`src/rtl/ccs_pkg.sv`:
```
// Shared constants, types and the arctangent step table for the CORDIC cosine/sine unit.
package ccs_pkg;

  localparam int unsigned ITERATIONS  = 29;
  localparam int unsigned ITER_W      = $clog2(ITERATIONS + 2);
  localparam int unsigned ANGLE_W     = 16;
  localparam int unsigned OUT_W       = 16;
  localparam int unsigned DATA_W      = 32;
  localparam int unsigned ATAN_DEPTH  = 10;
  localparam int unsigned ATAN_IDX_W  = $clog2(ATAN_DEPTH);
  localparam int unsigned ANGLE_SHIFT = 16;

  localparam logic [ANGLE_W-1:0] HALF_PI       = 16'd12868;
  localparam logic [ANGLE_W-1:0] PI            = 16'd25736;
  localparam logic [ANGLE_W-1:0] THREE_HALF_PI = 16'd38604;
  localparam logic [ANGLE_W-1:0] TWO_PI        = 16'd51472;

  localparam logic [DATA_W-1:0] START_SUM = 32'd421657428;
  localparam logic [DATA_W-1:0] START_VEC = 32'd652032874;

  typedef logic [ITER_W-1:0] iter_t;

  typedef struct packed {
    logic load;
    logic step;
    logic emit;
  } ccs_cmd_t;

  typedef struct packed {
    logic last;
  } ccs_status_t;

  function automatic logic [DATA_W-1:0] atan_step(input logic [ATAN_IDX_W-1:0] idx);
    logic [DATA_W-1:0] val;
    case (idx)
      4'd0:    val = 32'd248918915;
      4'd1:    val = 32'd131521918;
      4'd2:    val = 32'd66762579;
      4'd3:    val = 32'd33510843;
      4'd4:    val = 32'd16771758;
      4'd5:    val = 32'd8387925;
      4'd6:    val = 32'd4194219;
      4'd7:    val = 32'd2097141;
      4'd8:    val = 32'd1048575;
      4'd9:    val = 32'd524288;
      default: val = '0;
    endcase
    return val;
  endfunction

endpackage

```
`src/rtl/ccs_ctrl.sv`:
```
// Sequencer for the CORDIC unit: input handshake, iteration run and output word hand-off.
module ccs_ctrl (
  input  logic                clk_i,
  input  logic                rst_ni,
  input  logic                in_valid_i,
  output logic                in_ready_o,
  output logic                out_valid_o,
  input  logic                out_ready_i,
  input  ccs_pkg::ccs_status_t status_i,
  output ccs_pkg::ccs_cmd_t   cmd_o
);
  import ccs_pkg::*;

  typedef enum logic [2:0] {
    ST_IDLE   = 3'b001,
    ST_RUN    = 3'b010,
    ST_FINISH = 3'b100
  } state_e;

  state_e state_q, state_d;
  logic   out_valid_q, out_valid_d;
  logic   out_free;

  assign out_free    = !out_valid_q || out_ready_i;
  assign in_ready_o  = (state_q == ST_IDLE);
  assign out_valid_o = out_valid_q;

  always_comb begin
    state_d     = state_q;
    cmd_o       = '0;
    out_valid_d = out_valid_q && !out_ready_i;
    case (state_q)
      ST_IDLE: begin
        if (in_valid_i) begin
          cmd_o.load = 1'b1;
          state_d    = ST_RUN;
        end
      end
      ST_RUN: begin
        cmd_o.step = 1'b1;
        if (status_i.last) begin
          state_d = ST_FINISH;
        end
      end
      ST_FINISH: begin
        // hold the finished vector until the output register is free
        if (out_free) begin
          cmd_o.emit  = 1'b1;
          out_valid_d = 1'b1;
          state_d     = ST_IDLE;
        end
      end
      default: begin
        state_d = ST_IDLE;
      end
    endcase
  end

  always_ff @(posedge clk_i or negedge rst_ni) begin
    if (!rst_ni) begin
      state_q     <= ST_IDLE;
      out_valid_q <= 1'b0;
    end else begin
      state_q     <= state_d;
      out_valid_q <= out_valid_d;
    end
  end

  a_accept_starts_run: assert property (@(posedge clk_i) disable iff (!rst_ni)
    in_valid_i && in_ready_o |=> state_q == ST_RUN)
    else $error("accepted word did not start a run");

  a_last_to_finish: assert property (@(posedge clk_i) disable iff (!rst_ni)
    state_q == ST_RUN && status_i.last |=> state_q == ST_FINISH)
    else $error("run did not end after last rotation");

  a_emit_sets_valid: assert property (@(posedge clk_i) disable iff (!rst_ni)
    cmd_o.emit |=> out_valid_q)
    else $error("emitted word not presented");

endmodule

```
`src/rtl/ccs_datapath.sv`:
```
// Datapath: quadrant fold, shift-add rotation registers and the output word register.
module ccs_datapath (
  input  logic                                   clk_i,
  input  logic                                   rst_ni,
  input  logic        [ccs_pkg::ANGLE_W-1:0]     angle_i,
  input  ccs_pkg::ccs_cmd_t                      cmd_i,
  output ccs_pkg::ccs_status_t                   status_o,
  output logic signed [ccs_pkg::OUT_W-1:0]       cosine_out_o,
  output logic signed [ccs_pkg::OUT_W-1:0]       sine_out_o
);
  import ccs_pkg::*;

  logic [ANGLE_W-1:0] wrap_w, fold_w;
  logic               neg_c_w, neg_s_w;

  logic        [DATA_W-1:0] target_q, target_d;
  logic        [DATA_W-1:0] sum_q, sum_d;
  logic        [DATA_W-1:0] rot_q, rot_d;
  logic signed [DATA_W-1:0] cx_q, cx_d;
  logic signed [DATA_W-1:0] sy_q, sy_d;
  logic signed [DATA_W-1:0] dx_w, dy_w;
  iter_t                    iter_q, iter_d;
  logic                     neg_c_q, neg_c_d;
  logic                     neg_s_q, neg_s_d;
  logic signed [OUT_W-1:0]  cos_q, cos_d;
  logic signed [OUT_W-1:0]  sin_q, sin_d;
  logic        [OUT_W-1:0]  cx_hi_w, sy_hi_w;

  // wrap one turn, then fold into the first quadrant
  always_comb begin
    wrap_w  = (angle_i > TWO_PI) ? angle_i - TWO_PI : angle_i;
    fold_w  = wrap_w;
    neg_c_w = 1'b0;
    neg_s_w = 1'b0;
    if (wrap_w > THREE_HALF_PI) begin
      fold_w  = TWO_PI - wrap_w;
      neg_s_w = 1'b1;
    end else if (wrap_w > PI) begin
      fold_w  = wrap_w - PI;
      neg_c_w = 1'b1;
      neg_s_w = 1'b1;
    end else if (wrap_w > HALF_PI) begin
      fold_w  = PI - wrap_w;
      neg_c_w = 1'b1;
    end
  end

  assign dx_w    = sy_q >>> iter_q;
  assign dy_w    = cx_q >>> iter_q;
  assign cx_hi_w = cx_q[DATA_W-1 -: OUT_W];
  assign sy_hi_w = sy_q[DATA_W-1 -: OUT_W];

  assign status_o.last = (iter_q == iter_t'(ITERATIONS));

  always_comb begin
    target_d = target_q;
    sum_d    = sum_q;
    rot_d    = rot_q;
    cx_d     = cx_q;
    sy_d     = sy_q;
    iter_d   = iter_q;
    neg_c_d  = neg_c_q;
    neg_s_d  = neg_s_q;
    cos_d    = cos_q;
    sin_d    = sin_q;
    if (cmd_i.load) begin
      target_d = DATA_W'(fold_w) << ANGLE_SHIFT;
      sum_d    = START_SUM;
      rot_d    = atan_step('0);
      cx_d     = START_VEC;
      sy_d     = START_VEC;
      iter_d   = iter_t'(1);
      neg_c_d  = neg_c_w;
      neg_s_d  = neg_s_w;
    end else if (cmd_i.step) begin
      if ($signed(target_q) > $signed(sum_q)) begin
        cx_d  = cx_q - dx_w;
        sy_d  = sy_q + dy_w;
        sum_d = sum_q + rot_q;
      end else begin
        cx_d  = cx_q + dx_w;
        sy_d  = sy_q - dy_w;
        sum_d = sum_q - rot_q;
      end
      // table runs out after ten entries; halve from then on
      if (iter_q < iter_t'(ATAN_DEPTH)) begin
        rot_d = atan_step(iter_q[ATAN_IDX_W-1:0]);
      end else begin
        rot_d = rot_q >> 1;
      end
      iter_d = iter_q + iter_t'(1);
    end
    if (cmd_i.emit) begin
      cos_d = neg_c_q ? OUT_W'(16'd0 - cx_hi_w) : cx_hi_w;
      sin_d = neg_s_q ? OUT_W'(16'd0 - sy_hi_w) : sy_hi_w;
    end
  end

  always_ff @(posedge clk_i or negedge rst_ni) begin
    if (!rst_ni) begin
      target_q <= '0;
      sum_q    <= '0;
      rot_q    <= '0;
      cx_q     <= '0;
      sy_q     <= '0;
      iter_q   <= '0;
      neg_c_q  <= 1'b0;
      neg_s_q  <= 1'b0;
      cos_q    <= '0;
      sin_q    <= '0;
    end else begin
      target_q <= target_d;
      sum_q    <= sum_d;
      rot_q    <= rot_d;
      cx_q     <= cx_d;
      sy_q     <= sy_d;
      iter_q   <= iter_d;
      neg_c_q  <= neg_c_d;
      neg_s_q  <= neg_s_d;
      cos_q    <= cos_d;
      sin_q    <= sin_d;
    end
  end

  assign cosine_out_o = cos_q;
  assign sine_out_o   = sin_q;

  a_load_first_iter: assert property (@(posedge clk_i) disable iff (!rst_ni)
    cmd_i.load |=> iter_q == iter_t'(1))
    else $error("iteration count not restarted on load");

  a_emit_after_all: assert property (@(posedge clk_i) disable iff (!rst_ni)
    cmd_i.emit |-> iter_q == iter_t'(ITERATIONS + 1))
    else $error("word emitted before all rotations done");

  a_out_held: assert property (@(posedge clk_i) disable iff (!rst_ni)
    !cmd_i.emit |=> $stable(cos_q) && $stable(sin_q))
    else $error("output register changed without emit");

endmodule

```
`src/rtl/cordic_cosine_sine_unit.sv`:
```
// Cosine/sine unit: top level joining the sequencer and the CORDIC datapath.
//
// Input channel: angle_i (unsigned, 2^-13 rad units, 0 to two pi) with
// in_valid_i / in_ready_o. A word is taken when both are high.
// Output channel: cosine_out_o / sine_out_o (signed Q1.14) with
// out_valid_o / out_ready_i.
// One word in flight at a time. After acceptance the datapath folds the
// angle, runs 29 shift-add rotations (one a cycle on one shared adder set)
// and then loads the output register once that register is free; in_ready_o
// rises again with the result, so a new word is taken only after the
// previous result is in the output register.
// A stalled receiver holds the result in the output register; a finished
// run waits until that register is free, and no new word is taken meanwhile.
// Reset (rst_ni low, asynchronous) empties the output and returns the
// sequencer to idle, ready for a word in the first cycle after release.
module cordic_cosine_sine_unit (
  input  logic                               clk_i,
  input  logic                               rst_ni,
  input  logic                               in_valid_i,
  output logic                               in_ready_o,
  input  logic        [ccs_pkg::ANGLE_W-1:0] angle_i,
  output logic                               out_valid_o,
  input  logic                               out_ready_i,
  output logic signed [ccs_pkg::OUT_W-1:0]   cosine_out_o,
  output logic signed [ccs_pkg::OUT_W-1:0]   sine_out_o
);
  import ccs_pkg::*;

  ccs_cmd_t    cmd;
  ccs_status_t status;

  ccs_ctrl u_ctrl (
    .clk_i       (clk_i),
    .rst_ni      (rst_ni),
    .in_valid_i  (in_valid_i),
    .in_ready_o  (in_ready_o),
    .out_valid_o (out_valid_o),
    .out_ready_i (out_ready_i),
    .status_i    (status),
    .cmd_o       (cmd)
  );

  ccs_datapath u_datapath (
    .clk_i        (clk_i),
    .rst_ni       (rst_ni),
    .angle_i      (angle_i),
    .cmd_i        (cmd),
    .status_o     (status),
    .cosine_out_o (cosine_out_o),
    .sine_out_o   (sine_out_o)
  );

endmodule

```
`config.mk`:
```
export PLATFORM = sky130hd
export DESIGN_NAME = cordic_cosine_sine_unit
export DESIGN_NICKNAME = d
export VERILOG_FILES = /design/src/rtl/ccs_pkg.sv /design/src/rtl/ccs_ctrl.sv /design/src/rtl/ccs_datapath.sv /design/src/rtl/cordic_cosine_sine_unit.sv
export SDC_FILE = /design/constraint.sdc
export NUM_CORES = 1
export LEC_CHECK = 0
export BUFFER_PORTS_ARGS = -buffer_cell sky130_fd_sc_hd__buf_2
export CAP_MARGIN = 0
export CORE_MARGIN = 3
export CORE_UTILIZATION = 25
export DETAILED_ROUTE_END_ITERATION = 8
export MAX_ROUTING_LAYER = met4
export SYNTH_ARGS = -nofsm -noshare
export SYNTH_HDL_FRONTEND = slang
export SYNTH_SLANG_ARGS = --single-unit
export TNS_END_PERCENT = 5
```
`constraint.sdc`:
```
create_clock -name clk_i -period 5.44 [get_ports clk_i]
set_input_delay 0 -clock clk_i [delete_from_list [all_inputs] [get_ports clk_i]]
set_output_delay 0 -clock clk_i [all_outputs]
set_load 0.1 [all_outputs]
```
==> results.json, run 1 <==
{
  "outcome": "finished, violations left",
  "violations": "setup timing",
  "grt_max_degree": 116,
  "grtUsageTotal_pct": 19.0,
  "routed-via-count": 22200,
  "r2r_slack_ns": -0.21,
  "routed_wl_microns": 81300,
  "tightest_slew_ns": 1.05,
  "yosysWarnings": 0,
  "syn-instance-count": 2557,
  "place_hpwl_microns": 62100,
  "slew_headroom_pct": 30.0,
  "grt_setup_unrepaired": "true",
  "start_util_pct": 25.4,
  "cts_max_path_buffers": 2,
  "fin_nets": 3190,
  "antenna_found_initial": 0,
  "drc_errors": 0,
  "viasPerCell": 5.39,
  "grt_pass1_vias": 21400,
  "fin_ws_ns": -0.215,
  "wl_per_cell_microns": 19.8,
  "synth_top_flop_cell": "dfrtp_1",
  "finalMaxSlewViolations": 0,
  "layout-drive-gt1-share_pct": 29.5,
  "clkTransAtPathRegs_ns": 0.08,
  "fin_cells": 4115,
  "gp_congestion": 1.06,
  "critPathCaptureType": "register",
  "finClkSkew_ns": 0.0169,
  "start_kind": "register",
  "hold_viol": 0,
  "dpl.cell_count": 4053,
  "clk_latency_ns": 0.52,
  "reg2reg_depth": 25,
  "overflow": 0,
  "synth-edff-count": 0,
  "reg2reg_to": "u_datapath.cx_q[31]",
  "grt_pass1_wl_microns": 127000,
  "hp-class": "input pin to asynchronous set/reset pin",
  "yosysSeqAreaShare_pct": 21.8,
  "cts_buffers": 17,
  "drt_iter0_markers": 1888,
  "synth.avg_cell_area_sq_um": 8.23,
  "ios": 54,
  "r2r-start": "u_datapath.iter_q[0]",
  "die_h_microns": 296,
  "first_pass_iters": 6,
  "cts_root_buffer": "clkbuf_16",
  "die-area_sq_um": 87700,
  "die_w_microns": 296,
  "antenna_cells": 0,
  "crit_arrival_ns": 6.08,
  "final-setup-viol-count": 8,
  "syn_nets": 2715,
  "path_class": "register to register",
  "ant_nets": 0,
  "fill_cells": 8664,
  "netlist_area_sq_um": 21000,
  "critPathMaxFanout": 6,
  "synthArstFlopShare_pct": 100,
  "cts_sinks": 183,
  "area_delta_synth_final_pct": 31.2,
  "final_common_cell": "buf_4",
  "period_share_pct": 104,
  "h-tree-depth": 4,
  "fmax_mhz": 177,
  "period_minus_slack_ns": 5.65,
  "cp.required_ns": 5.86,
  "ys_types": 100,
  "fp-row-count": 105,
  "tritoncts": "yes",
  "coreArea_sq_um": 82800,
  "maxCapViolations": 0,
  "mostFrequentLayoutCells": "buf_4, nand2_1, nor2_1",
  "io_buffers": 53,
  "synth_seq_cells": 183
}
cell usage after synthesis (27+ instances only):
cell type    n  share of area, %
nand2b_1    36               1.1
buf_2       29              0.69
xor2_1      95               4.0
a21oi_1    202               4.8
nor2b_1     27              0.80
ha_1       135               8.0
xnor2_1    110               4.6
mux2_2      40               2.1
inv_1       79               1.4
mux2i_1     75               3.6
a31oi_1     35               1.0
nor3_1      53               1.3
nand2_1    255               4.5
nand3_1     45               1.1
a21o_1      51               1.8
o211ai_1    35               1.2
dfrtp_1    182                22
o22ai_1     38               1.1
nor2_1     213               3.8
o21ai_0    200               4.8
o21a_1      30               1.1
mux4_2      66               7.1
clkbuf_1   109               1.9
stage by stage:
stage          setup WS [ns]  setup TNS (ns)  hold WS, ns  area, sq um  utilization, %
2_1_floorplan          0.147               0       -0.296        21000               -
3_3_place_gp          -0.341           -3.27       0.0528        26100            31.5
3_5_place_dp          -0.412           -3.78       0.0524        26100            31.5
4_1_cts              -0.0586          -0.171       0.0638        27300            33.0
5_1_grt               -0.399           -4.88        0.112        27600            33.4
6_report              -0.215          -0.835       0.0492        27600            33.4
final cells by class:
| cell class | count | area, sq um | share of cell area (%) |
|---|---|---|---|
| clock buffers | 17 | 425 | 1.54 |
| clock inverters | 15 | 175 | 0.634 |
| inverters | 82 | 308 | 1.11 |
| multi-input cells | 2122 | 16000 | 57.9 |
| flip-flops and latches | 183 | 4590 | 16.6 |
| well taps | 1070 | 1340 | 4.85 |
| repair buffers | 626 | 4780 | 17.3 |
metal layers:
layer	wire, microns	GRT usage, %	share of wire [%]
met5	0	-	0
met3	5380	2.89	6.6
met4	3220	7.97	4.0
met1	35500	24.4	44
met2	37200	29.9	46
sequential cells by signal, indices dropped and copies added, names as in the netlist:
| signal | count |
|---|---|
| u_datapath.cosine_out_o | 16 |
| u_datapath.neg_s_q | 1 |
| u_datapath.sy_q | 32 |
| u_datapath.rot_q | 28 |
| u_datapath.sine_out_o | 16 |
| u_datapath.target_q | 16 |
| u_datapath.sum_q | 32 |
| u_ctrl.state_q | 3 |
| u_ctrl.out_valid_o | 1 |
| u_datapath.cx_q | 32 |
| u_datapath.neg_c_q | 1 |
| u_datapath.iter_q | 5 |
repair_timing:
| item | CTS | global route |
|---|---|---|
| hold buffers | 9 | 0 |
| setup buffers | 15 | 6 |
| endpoints found under the hold margin | 78 | 0 |
| pin swaps | 48 | 37 |
| endpoints found under the setup margin | 23 | 34 |
| resized for setup | 78 | 64 |
worst max-delay path, cell delays in order (launching register included):
cell       delay, ns
dfrtp_4         0.56
buf_12          0.18
mux2_4          0.31
mux4_2          0.52
mux4_2          0.55
a2111oi_4       0.38
nand4_4         0.19
buf_6           0.17
nor2_2          0.11
a21oi_1         0.08
xor2_1          0.14
buf_4           0.15
ha_1            0.28
nand3_1         0.12
buf_4           0.17
a211oi_2        0.23
a31oi_4         0.07
nand3_4         0.10
a31oi_4         0.11
a311oi_2        0.38
nor3_2          0.10
a211oi_2        0.15
buf_4           0.14
xor2_2          0.15
a21oi_1         0.08
o22ai_1         0.16
how the worst max path moves through the flow:
stage,startpoint,to,cells after the start
6_report,u_datapath.iter_q[0],u_datapath.cx_q[31],25
5_1_grt,u_datapath.iter_q[0],u_datapath.cx_q[31],23
4_1_cts,u_datapath.iter_q[0],u_datapath.sy_q[31],22
3_5_place_dp,u_datapath.iter_q[0],u_datapath.sy_q[31],22
3_3_place_gp,u_datapath.sum_q[17],u_datapath.cx_q[31],25
2_1_floorplan,u_datapath.sum_q[25],u_datapath.sum_q[29],24
logic make-up (layout without fill, tap and decap cells):
| group | count (synthesis) | count (layout) | synth area share (%) |
|---|---|---|---|
| flops | 183 | 183 | 21.8 |
| compound gates | 816 | 816 | 25.2 |
| buf+inv | 252 | 740 | 5.19 |
| mux | 187 | 187 | 13.4 |
| xor+xnor | 205 | 205 | 8.53 |
| simple gates | 776 | 776 | 17.6 |
| fa+ha+maj | 138 | 138 | 8.31 |
Power of run 1 is not shown: default switching activity piles up to over one toggle a cycle in this logic, so the estimate is an artifact.
==> run 2: changes to the inputs <==
--- a/config.mk
+++ b/config.mk
@@ -9,6 +9,7 @@
 export CAP_MARGIN = 0
 export CORE_MARGIN = 3
 export CORE_UTILIZATION = 25
+export CTS_BUF_LIST = sky130_fd_sc_hd__clkbuf_8
 export DETAILED_ROUTE_END_ITERATION = 8
 export MAX_ROUTING_LAYER = met4
 export SYNTH_ARGS = -nofsm -noshare
==> results.json, run 2 (synthesized netlist as in run 1, its figures left out) <==
{
  "crit_arrival_ns": 6.05,
  "drt_iter0_markers": 1885,
  "fin_nets": 3186,
  "wl_met1_microns": 35700,
  "final-setup-viol-count": 6,
  "top_layer_used": "met4",
  "start_util_pct": 25.4,
  "finClkSkew_ns": 0.0279,
  "viasPerCell": 5.38,
  "clkTransAtPathRegs_ns": 0.11,
  "tritoncts": "yes",
  "antenna_found_initial": 1,
  "grtUsageTotal_pct": 19.1,
  "overflow": 0,
  "routed-via-count": 22100,
  "routed_wl_microns": 81300,
  "path_class": "register to register",
  "cts_sinks": 183,
  "gp_congestion": 1.06,
  "period_share_pct": 102,
  "mostFrequentLayoutCells": "buf_4, nand2_1, nor2_1",
  "place_hpwl_microns": 62100,
  "fill_cells": 8703,
  "cts_max_path_buffers": 2,
  "start_kind": "register",
  "maxCapViolations": 0,
  "hp-class": "input pin to register",
  "cts_root_buffer": "clkbuf_8",
  "fin_ws_ns": -0.121,
  "top_regs": "u_datapath.cx_q x32, u_datapath.sum_q x32, u_datapath.sy_q x32",
  "die_h_microns": 296,
  "cts_buffers": 17,
  "critPathMaxFanout": 6,
  "r2r_slack_ns": -0.12,
  "period_minus_slack_ns": 5.56,
  "tightest_slew_ns": 1.05,
  "grt_pass1_vias": 21400,
  "grt_setup_unrepaired": "true",
  "wl_met2_microns": 37200,
  "violations": "setup timing",
  "hold_viol": 0,
  "wl_per_cell_microns": 19.8,
  "slew_headroom_pct": 30.0,
  "first_pass_iters": 5,
  "met3_wirelength_microns": 5370,
  "coreArea_sq_um": 82800,
  "dpl.cell_count": 4053,
  "ios": 54,
  "die_w_microns": 296,
  "fmax_mhz": 180,
  "final_core_util_pct": 33.0,
  "grt_max_degree": 116,
  "drc_errors": 0,
  "fp-row-count": 105,
  "finalMaxSlewViolations": 0,
  "die-area_sq_um": 87700,
  "grt_pass1_wl_microns": 127000,
  "clk_latency_ns": 0.59,
  "final_common_cell": "buf_4",
  "fin_cells": 4112,
  "h-tree-depth": 4,
  "ant_nets": 0,
  "io_buffers": 53,
  "outcome": "finished, violations left",
  "layout-drive-gt1-share_pct": 28.7,
  "critPathCaptureType": "register",
  "cp.required_ns": 5.93,
  "area_delta_synth_final_pct": 29.7
}
[run 2: changes by cell type in the layout (fill, tap and decap cells not counted), moves of 4 or more]
cell | before | now
buf_4 | 542 | 535
buf_6 | 11 | 6
buf_8 | 0 | 4
clkbuf_16 | 17 | 0
clkbuf_8 | 1 | 18
ha_1 | 130 | 134
[run 2: repair_timing]
action / in CTS / in global routing
setup endpoints to repair: 24 / 31
cloned: 0 / 0
hold buffers: 13 / 0
resized for setup: 74 / 46
endpoints found under the hold margin: 100 / 0
pin swaps: 39 / 10
setup buffers: 13 / 0
[run 2: area by class of cell]
cell class | count | area [sq um] | share of cell area (%)
Timing Repair Buffer | 622 | 4790 | 17.5
Sequential cell | 183 | 4590 | 16.8
Clock buffer | 17 | 234 | 0.858
Multi-Input combinational cell | 2122 | 15900 | 58.1
Inverter | 82 | 308 | 1.13
Clock inverter | 15 | 175 | 0.642
Tap cell | 1070 | 1340 | 4.91
Antenna cell | 1 | 2.50 | 0.00917
[run 2: metrics by stage]
stage	worst slack (ns)	hold slack, ns	TNS (ns)	cell area [sq um]
5_1_grt	-0.389	0.0899	-3.77	27300
2_1_floorplan	0.147	-0.296	0	21000
4_1_cts	-0.00932	0.00575	-0.0103	27100
3_5_place_dp	-0.412	0.0524	-3.78	26100
3_3_place_gp	-0.341	0.0528	-3.27	26100
6_report	-0.121	0.0886	-0.292	27300
[run 2: final timing paths]
check,cells past startpoint,from,endpoint
min in group asynchronous,3,rst_ni,u_datapath.iter_q[0]
worst max register to register,25,u_datapath.iter_q[0],u_datapath.cx_q[31]
worst min register to register,2,u_datapath.sine_out_o[15],u_datapath.sine_out_o[15]
max in group asynchronous,4,rst_ni,u_datapath.target_q[27]
worst max-delay path,25,u_datapath.iter_q[0],u_datapath.cx_q[31]
worst min-delay path,4,angle_i[13],u_datapath.target_q[29]
[run 2: routing by layer]
layer,vias up,global-route usage (%)
li1,10500,-
met1,10700,24.4
met3,157,3.11
met5,-,-
met4,0,7.48
met2,786,30.1
[run 2: worst max-delay path, stage by stage, from the launching register on]
cell	delay [ns]
dfrtp_4	0.51
buf_12	0.16
mux2_2	0.29
mux4_2	0.54
mux4_2	0.55
a2111oi_4	0.25
nand4_2	0.22
buf_4	0.19
nor2_1	0.13
a21oi_1	0.10
xor2_1	0.14
buf_4	0.15
ha_1	0.28
nand3_1	0.12
buf_4	0.17
a211oi_2	0.23
a31oi_4	0.06
nand3_2	0.12
a31oi_4	0.12
a311oi_2	0.30
nor3_1	0.11
a211oi_1	0.20
buf_4	0.16
xor2_2	0.14
a21oi_1	0.08
o22ai_1	0.15
Power of run 2 is left out for the same reason.
